### src/design/median_select_up_to_eight_top_macros.svh
// Assertion macros for the median select top design file
`ifndef MEDIAN_SELECT_UP_TO_EIGHT_TOP_MACROS_SVH
`define MEDIAN_SELECT_UP_TO_EIGHT_TOP_MACROS_SVH

// same-cycle implication, checked out of reset
`define MSEL_ASSERT_IMP(label, ante, cons, msg) \
  label: assert property (@(posedge clk) disable iff (rst) (ante) |-> (cons)) else $error(msg);

// implication with a fixed delay in cycles
`define MSEL_ASSERT_DLY(label, ante, dly, cons, msg) \
  label: assert property (@(posedge clk) disable iff (rst) (ante) |-> ##dly (cons)) \
    else $error(msg);

`endif

### src/design/msel_pkg.sv
// Constants and types for the median select pipeline
package msel_pkg;

  localparam int MAX_SLOTS  = 8;
  localparam int VALUE_BITS = 16;
  localparam int CNT_BITS   = $clog2(MAX_SLOTS + 1);

  typedef logic [MAX_SLOTS-1:0][VALUE_BITS-1:0] val_arr_t;
  typedef logic [MAX_SLOTS-1:0]                 slot_vec_t;
  typedef logic [MAX_SLOTS-1:0][MAX_SLOTS-1:0]  rank_mat_t;

  // request control carried down the pipe
  typedef struct packed {
    logic                vld;
    logic [CNT_BITS-1:0] cnt;
  } msel_ctl_t;

endpackage

### src/design/median_select_up_to_eight_top.sv
// Median select: one request per cycle from start to done.
// Stages: input/count clamp, compare matrix, rank match, output mux.
// busy is never raised; every request with start high is taken.
// done pulses one cycle with median_value; the receiver cannot stall.
// Synchronous reset clears the pipeline valid bits; data registers keep value.
`include "median_select_up_to_eight_top_macros.svh"

module median_select_up_to_eight_top
  import msel_pkg::*;
(
  input  logic                  clk,
  input  logic                  rst,
  input  logic                  start,
  output logic                  busy,
  input  logic [VALUE_BITS-1:0] value_0,
  input  logic [VALUE_BITS-1:0] value_1,
  input  logic [VALUE_BITS-1:0] value_2,
  input  logic [VALUE_BITS-1:0] value_3,
  input  logic [VALUE_BITS-1:0] value_4,
  input  logic [VALUE_BITS-1:0] value_5,
  input  logic [VALUE_BITS-1:0] value_6,
  input  logic [VALUE_BITS-1:0] value_7,
  input  logic [CNT_BITS-1:0]   valid_count,
  output logic                  done,
  output logic [VALUE_BITS-1:0] median_value
);

  msel_ctl_t           s1_ctl;
  val_arr_t            s1_vals;
  logic [CNT_BITS-1:0] cnt_next;

  logic                sel_vld;
  slot_vec_t           sel;
  val_arr_t            sel_vals;
  logic [VALUE_BITS-1:0] med_next;

  assign busy = 1'b0;

  // zero count acts as one, oversize count saturates
  always_comb begin
    priority if (valid_count == '0) begin
      cnt_next = CNT_BITS'(1);
    end else if (valid_count > CNT_BITS'(MAX_SLOTS)) begin
      cnt_next = CNT_BITS'(MAX_SLOTS);
    end else begin
      cnt_next = valid_count;
    end
  end

  // valid bit resets, count does not
  always_ff @(posedge clk) begin
    if (rst) begin
      s1_ctl.vld <= 1'b0;
    end else begin
      s1_ctl.vld <= start && !busy;
    end
    s1_ctl.cnt <= cnt_next;
  end

  always_ff @(posedge clk) begin
    s1_vals <= {value_7, value_6, value_5, value_4,
                value_3, value_2, value_1, value_0};
  end

  msel_rank u_rank (
    .clk      (clk),
    .rst      (rst),
    .in_ctl   (s1_ctl),
    .in_vals  (s1_vals),
    .sel_vld  (sel_vld),
    .sel      (sel),
    .sel_vals (sel_vals)
  );

  always_comb begin
    med_next = '0;
    for (int i = 0; i < MAX_SLOTS; i++) begin
      med_next = med_next | (sel_vals[i] & {VALUE_BITS{sel[i]}});
    end
  end

  always_ff @(posedge clk) begin
    if (rst) begin
      done <= 1'b0;
    end else begin
      done <= sel_vld;
    end
  end

  always_ff @(posedge clk) begin
    median_value <= med_next;
  end

  `MSEL_ASSERT_DLY(a_start_to_done, start && !busy, 4, done, "request lost in pipeline")
  `MSEL_ASSERT_IMP(a_done_has_req, done, $past(start, 4), "done without request")
  `MSEL_ASSERT_IMP(a_sel_onehot, sel_vld, $onehot(sel), "rank match not one-hot")

endmodule

### src/design/msel_rank.sv
// Rank stages: pairwise compare matrix, then rank count and one-hot pick
module msel_rank
  import msel_pkg::*;
(
  input  logic      clk,
  input  logic      rst,
  input  msel_ctl_t in_ctl,
  input  val_arr_t  in_vals,
  output logic      sel_vld,
  output slot_vec_t sel,
  output val_arr_t  sel_vals
);

  // stage 2 registers
  logic                s2_vld;
  logic [CNT_BITS-1:0] s2_target;
  slot_vec_t           s2_slot_ok;
  rank_mat_t           s2_before;
  val_arr_t            s2_vals;

  rank_mat_t           before_next;
  slot_vec_t           slot_ok_next;
  slot_vec_t           hit_next;

  // before[i][j]: valid slot j sorts ahead of slot i (ties by slot index)
  always_comb begin
    for (int i = 0; i < MAX_SLOTS; i++) begin
      slot_ok_next[i] = CNT_BITS'(i) < in_ctl.cnt;
      for (int j = 0; j < MAX_SLOTS; j++) begin
        before_next[i][j] = (CNT_BITS'(j) < in_ctl.cnt) && (j != i) &&
                            ((in_vals[j] < in_vals[i]) ||
                             ((in_vals[j] == in_vals[i]) && (j < i)));
      end
    end
  end

  always_ff @(posedge clk) begin
    if (rst) begin
      s2_vld <= 1'b0;
    end else begin
      s2_vld <= in_ctl.vld;
    end
  end

  always_ff @(posedge clk) begin
    s2_target  <= in_ctl.cnt >> 1;
    s2_slot_ok <= slot_ok_next;
    s2_before  <= before_next;
    s2_vals    <= in_vals;
  end

  // stage 3: ranks of valid slots are a permutation, so exactly one hits
  always_comb begin
    logic [CNT_BITS-1:0] rank;
    for (int i = 0; i < MAX_SLOTS; i++) begin
      rank = '0;
      for (int j = 0; j < MAX_SLOTS; j++) begin
        rank = rank + CNT_BITS'(s2_before[i][j]);
      end
      hit_next[i] = s2_slot_ok[i] && (rank == s2_target);
    end
  end

  always_ff @(posedge clk) begin
    if (rst) begin
      sel_vld <= 1'b0;
    end else begin
      sel_vld <= s2_vld;
    end
  end

  always_ff @(posedge clk) begin
    sel      <= hit_next;
    sel_vals <= s2_vals;
  end

endmodule
### config.mk
export PLATFORM = sky130hd
export DESIGN_NAME = median_select_up_to_eight_top
export DESIGN_NICKNAME = d
export VERILOG_FILES = /design/src/design/msel_pkg.sv /design/src/design/median_select_up_to_eight_top.sv /design/src/design/msel_rank.sv
export VERILOG_INCLUDE_DIRS = /design/src /design/src/design
export SDC_FILE = /design/constraint.sdc
export NUM_CORES = 1
export LEC_CHECK = 0
export ABC_AREA = 0
export ABC_CLOCK_PERIOD_IN_PS = 7200
export BUFFER_PORTS_ARGS = -buffer_cell sky130_fd_sc_hd__clkbuf_2
export CAP_MARGIN = 15
export CELL_PAD_IN_SITES_DETAIL_PLACEMENT = 2
export CELL_PAD_IN_SITES_GLOBAL_PLACEMENT = 2
export CORE_MARGIN = 2
export CORE_UTILIZATION = 43
export DETAILED_ROUTE_END_ITERATION = 10
export PLACE_DENSITY_LB_ADDON = 0.1
export SYNTH_ARGS = -nofsm -noshare
export SYNTH_HDL_FRONTEND = slang
export SYNTH_SLANG_ARGS = --single-unit
### constraint.sdc
create_clock -name clk -period 7.2 [get_ports clk]
set_input_delay 0.72 -clock clk [delete_from_list [all_inputs] [get_ports clk]]
set_output_delay 0.72 -clock clk [all_outputs]
set_load 0.02 [all_outputs]
After elaboration in Yosys (flattened, before gate mapping) --
Index checks and enable logic that the tools add are counted.
Storage, ports and cells: logic and storage cells 301, bits of input ports 135, flip-flop bits (word level) 483
Operators by class: $lt $le $gt $ge 65, bitwise operators 15, multiplexer cells 1, add/sub/neg operators 48, reductions and logical operators 94, equal/unequal tests 36
Operators by type and width (number):
- $lt 16x16->1 | 56
- $eq 16x16->1 | 28
- $and 16x16->16 | 8
- $or 16x16->16 | 7
- $add 4x1->4 | 24
- $logic_and 1x1->1 | 64
- $add 3x1->4 | 8
- $eq 4x3->1 | 8
- $logic_or 1x1->1 | 28
- $add 2x1->3 | 8
- $add 1x1->2 | 8
- $lt 3x4->1 const A | 4
- $lt 1x4->1 const A | 2
- $lt 2x4->1 const A | 2
- $gt 4x4->1 const B | 1
- $logic_not 4->1 | 1
- $mux 4 | 1
- $reduce_or 2->1 | 1

Depth between registers and ports, before layout --
Gate-level depths: netlist of run 1.
word-level depth 8, depth in mapped cells 8, mapped depth without buffers 8

By module --
From an unflattened synthesis of run 1, not the netlist that was laid out.
Second synthesis, totals: cell total of the unflattened synthesis 2046, area total of the unflattened synthesis 22357.7 um^2
Modules (own cells, without submodules):
- msel_rank | area an instance 18451.4 um^2, sequential area each 6646.4 um^2, times used 1, cells each 1791
- median_select_up_to_eight_top | area an instance 3906.2 um^2, sequential area each 3002.9 um^2, times used 1, cells each 255

Worst setup path before layout of run 1 --
Ideal clock, no wire load.
kind register -> register, start point reg u_rank.s2_before[56] (netlist name), end point reg u_rank.sel[7], clock period less this slack 2.590 ns, library setup time 0.096 ns, arrival 2.495 ns, stages on the path, launching flop included 8, setup slack 4.610 ns, buffers on the path 0, path through dfxtp_1 -> fa_1 -> inv_1 -> fa_1 -> fa_1 -> fa_1 -> xnor2_1 -> nor4b_1
Between the ends: word-level cells in the longest chain between the ends 8
RTL lines:
- start: declaration | line msel_rank.sv:18 | rank_mat_t s2_before;
- start signal: assignment | line msel_rank.sv:48 | s2_before <= before_next;
- $add 1x1->2 | line msel_rank.sv:58 | rank = rank + CNT_BITS'(s2_before[i][j]);
- $add 2x1->3 | line msel_rank.sv:58
- $add 3x1->4 | line msel_rank.sv:58
- $add 4x1->4 (3 in a row) | line msel_rank.sv:58
- $eq 4x3->1 | line msel_rank.sv:60 | hit_next[i] = s2_slot_ok[i] && (rank == s2_target);
- $logic_and 1x1->1 | line msel_rank.sv:60
- named net u_rank.hit_next[7] | line msel_rank.sv:23 | slot_vec_t hit_next;
- end signal: assignment | line msel_rank.sv:73 | sel <= hit_next;
- end: declaration | line msel_rank.sv:10 | output slot_vec_t sel,
The timed path passes the listed nets, and every way through them passes these cells. A chain may end at the register's enable or synchronous reset.

==> run_results.csv, run 1 <==
group,metric,value,unit
clock_tree,cts.hold.buffers_added,0,
flow_run,maxCapViolations,0,
global_route,grt_pass1_vias,20200,
detailed_routing,viasPerCell,5.98,
worst_setup_path,arrival,3740,ps
worst_setup_path,critPathCaptureType,"flip-flop",
detailed_routing,vias,17900,
global_route,grt_overflow,0,
power_and_ir_drop,p_leak,0.0117,µW
detailed_routing,detail-route-antenna-nets,0,
worst_setup_path,required,7760,ps
global_route,grt_usage,37.7,%
logic_synthesis,synthTopCellsByArea,"dfxtp_1 (44%), ha_1 (26%), a21oi_1 (4.6%), inv_1 (3.2%), fa_1 (2.9%)",
global_route,grt_start_max_net_pins,17,
placed_design,post_dp_cell_area,23400,µm²
clock_tree,cts_sinks,482,
finish,finalNetCount,2890,
placed_design,place_congestion,0.972,
clock_tree,clockBufferDepth,3,
timing,rsz0062_at_grt,"no",
logic_synthesis,synth_flop_cell,"dfxtp_1",
logic_synthesis,synth_area_per_cell,10.5,µm²
clock_tree,clk_latency,640,ps
floorplan,dieArea,52600,µm²
finish,postLayoutCellArea,25200,µm²
global_route,antenna_found_initial,4,
timing,worst_pin_slew,1200,ps
worst_setup_path,critPathKind,"reg -> reg",
logic_synthesis,ys_types,51,
floorplan,fp.dieW,229,µm
clock_tree,cts_root_buf,"clkbuf_16",
logic_synthesis,synth_top_area_cell,"dfxtp_1",
worst_setup_path,ff2ff_path_depth,8,
floorplan,die_h,229,µm
timing,fmax,314,MHz
worst_setup_path,critPathMaxStageDelay,980,ps
finish,drive_gt1_share,11.4,%
detailed_routing,dr.pass1.iters,5,
finish,fill_cells,5052,
power_and_ir_drop,power,7390,µW
placed_design,port_buffers,151,
logic_synthesis,synth_most_common_cell,"dfxtp_1",
power_and_ir_drop,pwr_density_cell,294,nW/µm²
floorplan,ios,153,
worst_setup_path,r2r-start,"s1_vals[63]",
logic_synthesis,syn_nets,2695,
clock_tree,cts_tree,"built",
worst_setup_path,path_max_fanout,6,
detailed_routing,drt_iter0_drc,1103,
clock_tree,post_cts_resized,0,
logic_synthesis,ys_async_sr_fraction,0,%
worst_setup_path,ff2ff_setup_slack,4020,ps
finish,area_growth,15.4,%
min_path,min_to,"s1_vals[68]",
logic_synthesis,synth_common_cells,"dfxtp_1 (482), ha_1 (448), a21oi_1 (201)",
logic_synthesis,yosysWarnings,0,
detailed_routing,drt-total-wl,98700,µm
timing,maxSlewHeadroom,19.4,%
global_route,grt_pass1_wl,142000,µm
timing,tns,0,ps
logic_synthesis,ys_seq_elements,482,
detailed_routing,wl_per_cell,33.0,µm
worst_setup_path,r2r_end,"u_rank.s2_before[30]",
min_path,worstHoldPathType,"in -> reg",
worst_setup_path,worst-path-stages,8,
clock_tree,clkTransAtPathRegs,70,ps
floorplan,num_rows,82,
min_path,min_path_cells,1,
placed_design,hpwlAfterDp,74200,µm
clock_tree,cts_buffers,51,
logic_synthesis,synth_top_area_share,44.2,%
timing,finalCritPeriodShare,44.2,%
run_status,status,"finished clean",
timing,setup_viol,0,
detailed_routing,drc,0,
logic_synthesis,synth_edf_count,0,
floorplan,core,50200,µm²
timing,min_period,3180,ps
timing,fin_skew,27.6,ps
worst_setup_path,cp-start-kind,"flip-flop",
timing,final_max_slew_viol_count,0,
logic_synthesis,synth_seq_area_share,44.2,%
worst_setup_path,path_buf_inv,2,
timing,worst_hold_slack,185,ps
logic_synthesis,synthCells,2080,
min_path,hp-start,"value_4[4]",
worst_setup_path,slowest_stage,"a2111oi_0",
worst_setup_path,cp_cell_sequence,"inv_1, ha_1, nand4_1, or3_1, o22ai_1, a2111oi_0, buf_4, and3_1",
floorplan,start_util,43.5,%
timing,hold_viol,0,
logic_synthesis,synth_area,21800,µm²
power_and_ir_drop,ir_worst_vdd,0.000226,V
worst_setup_path,critical-path-top-delay-family,"compound AO/OA/AOI/OAI gates",
clock_tree,cts-htree-levels,2,
clock_tree,cts_setup_buffers,0,
==> registers in the layout, indices dropped and copies added (netlist names) <==
register	flops
u_rank.s2_target	3
u_rank.s2_vals	128
u_rank.s2_vld	1
u_rank.sel_vals	128
u_rank.sel_vld	1
u_rank.s2_slot_ok	7
s1_vals	128
s1_ctl	5
u_rank.sel	8
done	1
u_rank.s2_before	56
median_value	16
==> through the flow <==
stage                     util, %  setup WS (ps)  std cells
after floorplan                 -           4610       2080
after global placement       46.6           4010       2891
after detailed placement     46.7           4190       2893
after CTS                    50.2           4160       2985
after global routing         50.2           4030       2986
final                        50.2           4020       2988
==> worst reg2reg max path, stage by stage, from the launching register on <==
cell       delay (ps)
dfxtp_1           650
inv_1             200
ha_1              370
nand4_1           180
or3_1             190
o22ai_1           150
a2111oi_0         980
buf_4             260
and3_1            140
==> layout make-up <==
| type | count | area, µm² | share of cell area [%] |
|---|---|---|---|
| Antenna cell | 2 | 5.00 | 0.0199 |
| Sequential cell | 482 | 9650 | 38.3 |
| Clock buffer | 71 | 1480 | 5.88 |
| Multi-Input combinational cell | 1388 | 11400 | 45.2 |
| Tap cell | 672 | 841 | 3.34 |
| Timing Repair Buffer | 163 | 843 | 3.35 |
| Clock inverter | 21 | 277 | 1.10 |
| Inverter | 189 | 709 | 2.82 |
==> worst max path at each step <==
stage                                    start                   end
final                              s1_vals[63]  u_rank.s2_before[30]
after global routing               s1_vals[63]  u_rank.s2_before[30]
after CTS                          s1_vals[63]  u_rank.s2_before[30]
after detailed placement           s1_vals[63]  u_rank.s2_before[30]
after global placement            s1_vals[126]  u_rank.s2_before[23]
after floorplan           u_rank.s2_before[56]         u_rank.sel[7]
==> placed cells by master (no fill, tap or decap), types with 8 or more instances in the layout <==
cell and instances:
nand2_1 131, buf_4 10, fa_1 32, and3_1 18, a21oi_1 201, clkbuf_8 13
nor2_1 62, and2_1 9, o211ai_1 8, a21o_1 21, clkbuf_16 51, a211oi_1 14
nand4_1 97, nand3_1 26, inv_1 187, a22oi_1 71, ha_1 448, nor4_1 27
o21ai_0 74, dfxtp_1 481, nor3_1 35, clkbuf_2 151, nand2b_1 11, xnor2_1 16
nor2b_1 17
==> where the power goes <==
part / switching, µW / internal [µW] / leakage (µW)
clock: 1210 / 1570 / 0.000853
combinational: 917 / 547 / 0.00678
sequential: 271 / 2880 / 0.00406
total: 2390 / 5000 / 0.0117
==> metal layers <==
layer / GRT usage, % / vias up / share of wire, %
li1: - / 7889 / -
met1: 45.5 / 9189 / 41
met2: 64.3 / 556 / 48
met3: 6.05 / 245 / 5.1
met4: 20.2 / 4 / 6.0
met5: 0 / - / 0.030
==> cell families after synthesis <==
group	Yosys count	synth area share, %
and+or+nand+nor	448	10.5
AOI/OAI and AO/OA	436	12.0
buffers and inverters	210	3.65
DFF	482	44.2
xor gates and xnor gates	23	0.923
other	1	0.0172
adders and majority gates	480	28.6
Power figures use the tool's default switching activity.
==> inputs of run 2 (changes only) <==
- ABC_AREA: 0 -> 1
- ABC_CLOCK_PERIOD_IN_PS: 7200 -> 3250
- CORE_UTILIZATION: 43 -> 38
- clock period: 7.2 -> 3.25 ns (I/O delays scaled with it)
==> run 2 against run 1 <==
- clock power grew 120%
- register-to-register slack worse by 3700 ps
- power increased by 120%
- sequential power is 130% higher
- first-iteration DRC count is 32% lower
- sequential cell count is the same
- worst hold slack improved by 140 ps
- worst setup slack worse by 3700 ps
- largest power group unchanged
- core utilization fell by 3.6 points
- synthesized cell count grew 21%
- critical endpoint is now u_rank.sel[5]
- cell area grew 9.2%
- critical path type unchanged
- via count grew 7.7%
==> run_results.csv, run 2 <==
group,metric,value,unit
min_path,min_path_cells,0,
logic_synthesis,synth_area_per_cell,8.99,µm²
worst_setup_path,arrival,3450,ps
timing,min_period,2980,ps
logic_synthesis,synth_edf_count,0,
timing,worst_pin_slew,941,ps
worst_setup_path,r2r_end,"u_rank.sel[5]",
clock_tree,post_cts_resized,0,
detailed_routing,viasPerCell,5.26,
placed_design,post_dp_cell_area,24400,µm²
placed_design,place_ws,300,ps
detailed_routing,drc,0,
min_path,hp-start,"u_rank.s2_vals[94]",
detailed_routing,dr.pass1.iters,7,
finish,area_growth,21.0,%
timing,final_max_slew_viol_count,0,
detailed_routing,drt-total-wl,96400,µm
timing,hold_viol,0,
power_and_ir_drop,p_leak,0.0140,µW
logic_synthesis,synth_flop_cell,"dfxtp_1",
worst_setup_path,path_max_fanout,2,
floorplan,die_h,249,µm
floorplan,core,59000,µm²
logic_synthesis,synth_common_cells,"nand2_1 (575), dfxtp_1 (482), ha_1 (448)",
clock_tree,cts_root_buf,"clkbuf_16",
clock_tree,cts_setup_buffers,0,
timing,setup_viol,0,
global_route,grt_usage,31.2,%
finish,final_cell_mix,"nand2_1 (575), dfxtp_1 (475), ha_1 (448)",
detailed_routing,vias,19300,
floorplan,dieArea,61800,µm²
floorplan,ios,153,
logic_synthesis,yosysWarnings,0,
timing,tns,0,ps
flow_run,maxCapViolations,0,
logic_synthesis,ys_types,32,
timing,finalCritPeriodShare,91.6,%
global_route,antenna_found_initial,2,
floorplan,fp.dieW,249,µm
logic_synthesis,synthCells,2527,
finish,postLayoutCellArea,27500,µm²
timing,maxSlewHeadroom,37.3,%
timing,rsz0062_at_grt,"no",
finish,finalNetCount,3467,
clock_tree,clkTransAtPathRegs,70,ps
worst_setup_path,critPathKind,"reg -> reg",
min_path,min_to,"u_rank.sel_vals[94]",
finish,drive_gt1_share,9.07,%
clock_tree,clockBufferDepth,3,
min_path,worstHoldPathType,"reg -> reg",
placed_design,place_congestion,0.902,
power_and_ir_drop,pwr_density_cell,597,nW/µm²
clock_tree,cts_sinks,482,
worst_setup_path,r2r-start,"u_rank.s2_before[40]",
finish,fin_util,46.6,%
logic_synthesis,synth_most_common_cell,"nand2_1",
placed_design,port_buffers,151,
logic_synthesis,syn_nets,3142,
global_route,grt_start_max_net_pins,17,
finish,antennaDiodeCount,0,
finish,layout_commonest_cell,"nand2_1",
global_route,grt_pass1_wl,142000,µm
worst_setup_path,ff2ff_path_depth,8,
timing,fin_skew,31.2,ps
worst_setup_path,ff2ff_setup_slack,270,ps
logic_synthesis,synth_area,22700,µm²
clock_tree,cts_tree,"built",
clock_tree,cts_buffers,49,
detailed_routing,detail-route-antenna-nets,0,
logic_synthesis,synthTopCellsByArea,"dfxtp_1 (42%), ha_1 (25%), nand2_1 (9.5%), inv_1 (5.3%), a21oi_1 (4.0%)",
logic_synthesis,synth_seq_area_share,42.5,%
timing,fmax,336,MHz
detailed_routing,drt_iter0_drc,750,
worst_setup_path,required,3720,ps
logic_synthesis,synth_top_area_cell,"dfxtp_1",
placed_design,hpwlAfterDp,71700,µm
logic_synthesis,synth_top_area_share,42.5,%
worst_setup_path,cp-start-kind,"flip-flop",
floorplan,num_rows,89,
detailed_routing,wl_per_cell,26.3,µm
clock_tree,cts.hold.buffers_added,134,
worst_setup_path,critPathCaptureType,"flip-flop",
logic_synthesis,ys_async_sr_fraction,0,%
power_and_ir_drop,power,16400,µW
timing,setup_slack,274,ps
logic_synthesis,ys_seq_elements,482,
floorplan,start_util,38.5,%
power_and_ir_drop,ir_worst_vdd,0.000581,V
clock_tree,clk_latency,620,ps
run_status,status,"finished clean",
finish,largestRegisters,"s1_vals: 128 flops, u_rank.s2_vals: 128 flops, u_rank.sel_vals: 128 flops",
global_route,grt_overflow,0,
clock_tree,cts-htree-levels,2,
global_route,grt_pass1_vias,22100,
run 2: changes by cell type after synthesis, sizes merged, moves of 28 or more:
cell	change
a22oi	-71
inv	+139
nand2	+444
nand3	+63
nand4	-51
nor2	+127
nor3	-28
nor4	-29
o21ai	-39
run 2: metrics by stage:
step	hold slack, ps	cells
5_1_grt	334	3662
3_3_place_gp	310	3440
3_5_place_dp	313	3440
4_1_cts	310	3662
2_1_floorplan	310	2527
6_report	322	3662
run 2: area by class of cell:
| type | instances | area, µm² |
|---|---|---|
| Multi-Input combinational cell | 1694 | 11700 |
| Tap cell | 773 | 967 |
| Fill cell | 6433 | 31500 |
| Sequential cell | 482 | 9660 |
| Timing Repair Buffer | 297 | 2190 |
| Clock inverter | 23 | 349 |
| Inverter | 328 | 1240 |
| Clock buffer | 65 | 1380 |
run 2: cells by family after synthesis:
logic type	synth area share, %
buffers and inverters	5.91
other	0.0165
XOR/XNOR	0.270
AND/OR/NAND/NOR	16.3
adder cells (fa/ha/maj)	27.5
flip-flops	42.5
AO/OA/AOI/OAI	7.57
run 2: report_power, final:
part           internal (µW)  total [µW]  leakage, µW  switching [µW]
combinational           1250        3150      0.00911            1900
clock                   3570        6110     0.000834            2540
sequential              6400        7160      0.00406             763
run 2: metal layers:
layer	part of all wire, %	wire length [µm]	up-vias	global-route usage [%]
met5	0	0	-	0
met4	6.4	6120	0	17.6
met3	2.7	2560	231	2.89
met2	51	48800	418	56.3
met1	40	38900	9622	36.0
li1	-	-	8983	-
run 2: worst max path at each step:
stage | start | end | slack [ps] | cells past startpoint
global placement | u_rank.s2_before[16] | u_rank.sel[2] | 480 | 8
detailed placement | u_rank.s2_before[40] | u_rank.sel[5] | 300 | 8
floorplan | u_rank.s2_before[8] | u_rank.sel[1] | 590 | 8
global route | u_rank.s2_before[8] | u_rank.sel[1] | 150 | 8
finish | u_rank.s2_before[40] | u_rank.sel[5] | 270 | 8
CTS | u_rank.s2_before[40] | u_rank.sel[5] | 290 | 8
run 2: worst max-delay path: stages (launching register included):
cell and delay [ps]:
dfxtp_1 330, fa_1 550, inv_1 60, fa_1 450, fa_1 390, fa_1 460
nand2_1 80, nand2_1 70, a2111oi_0 440
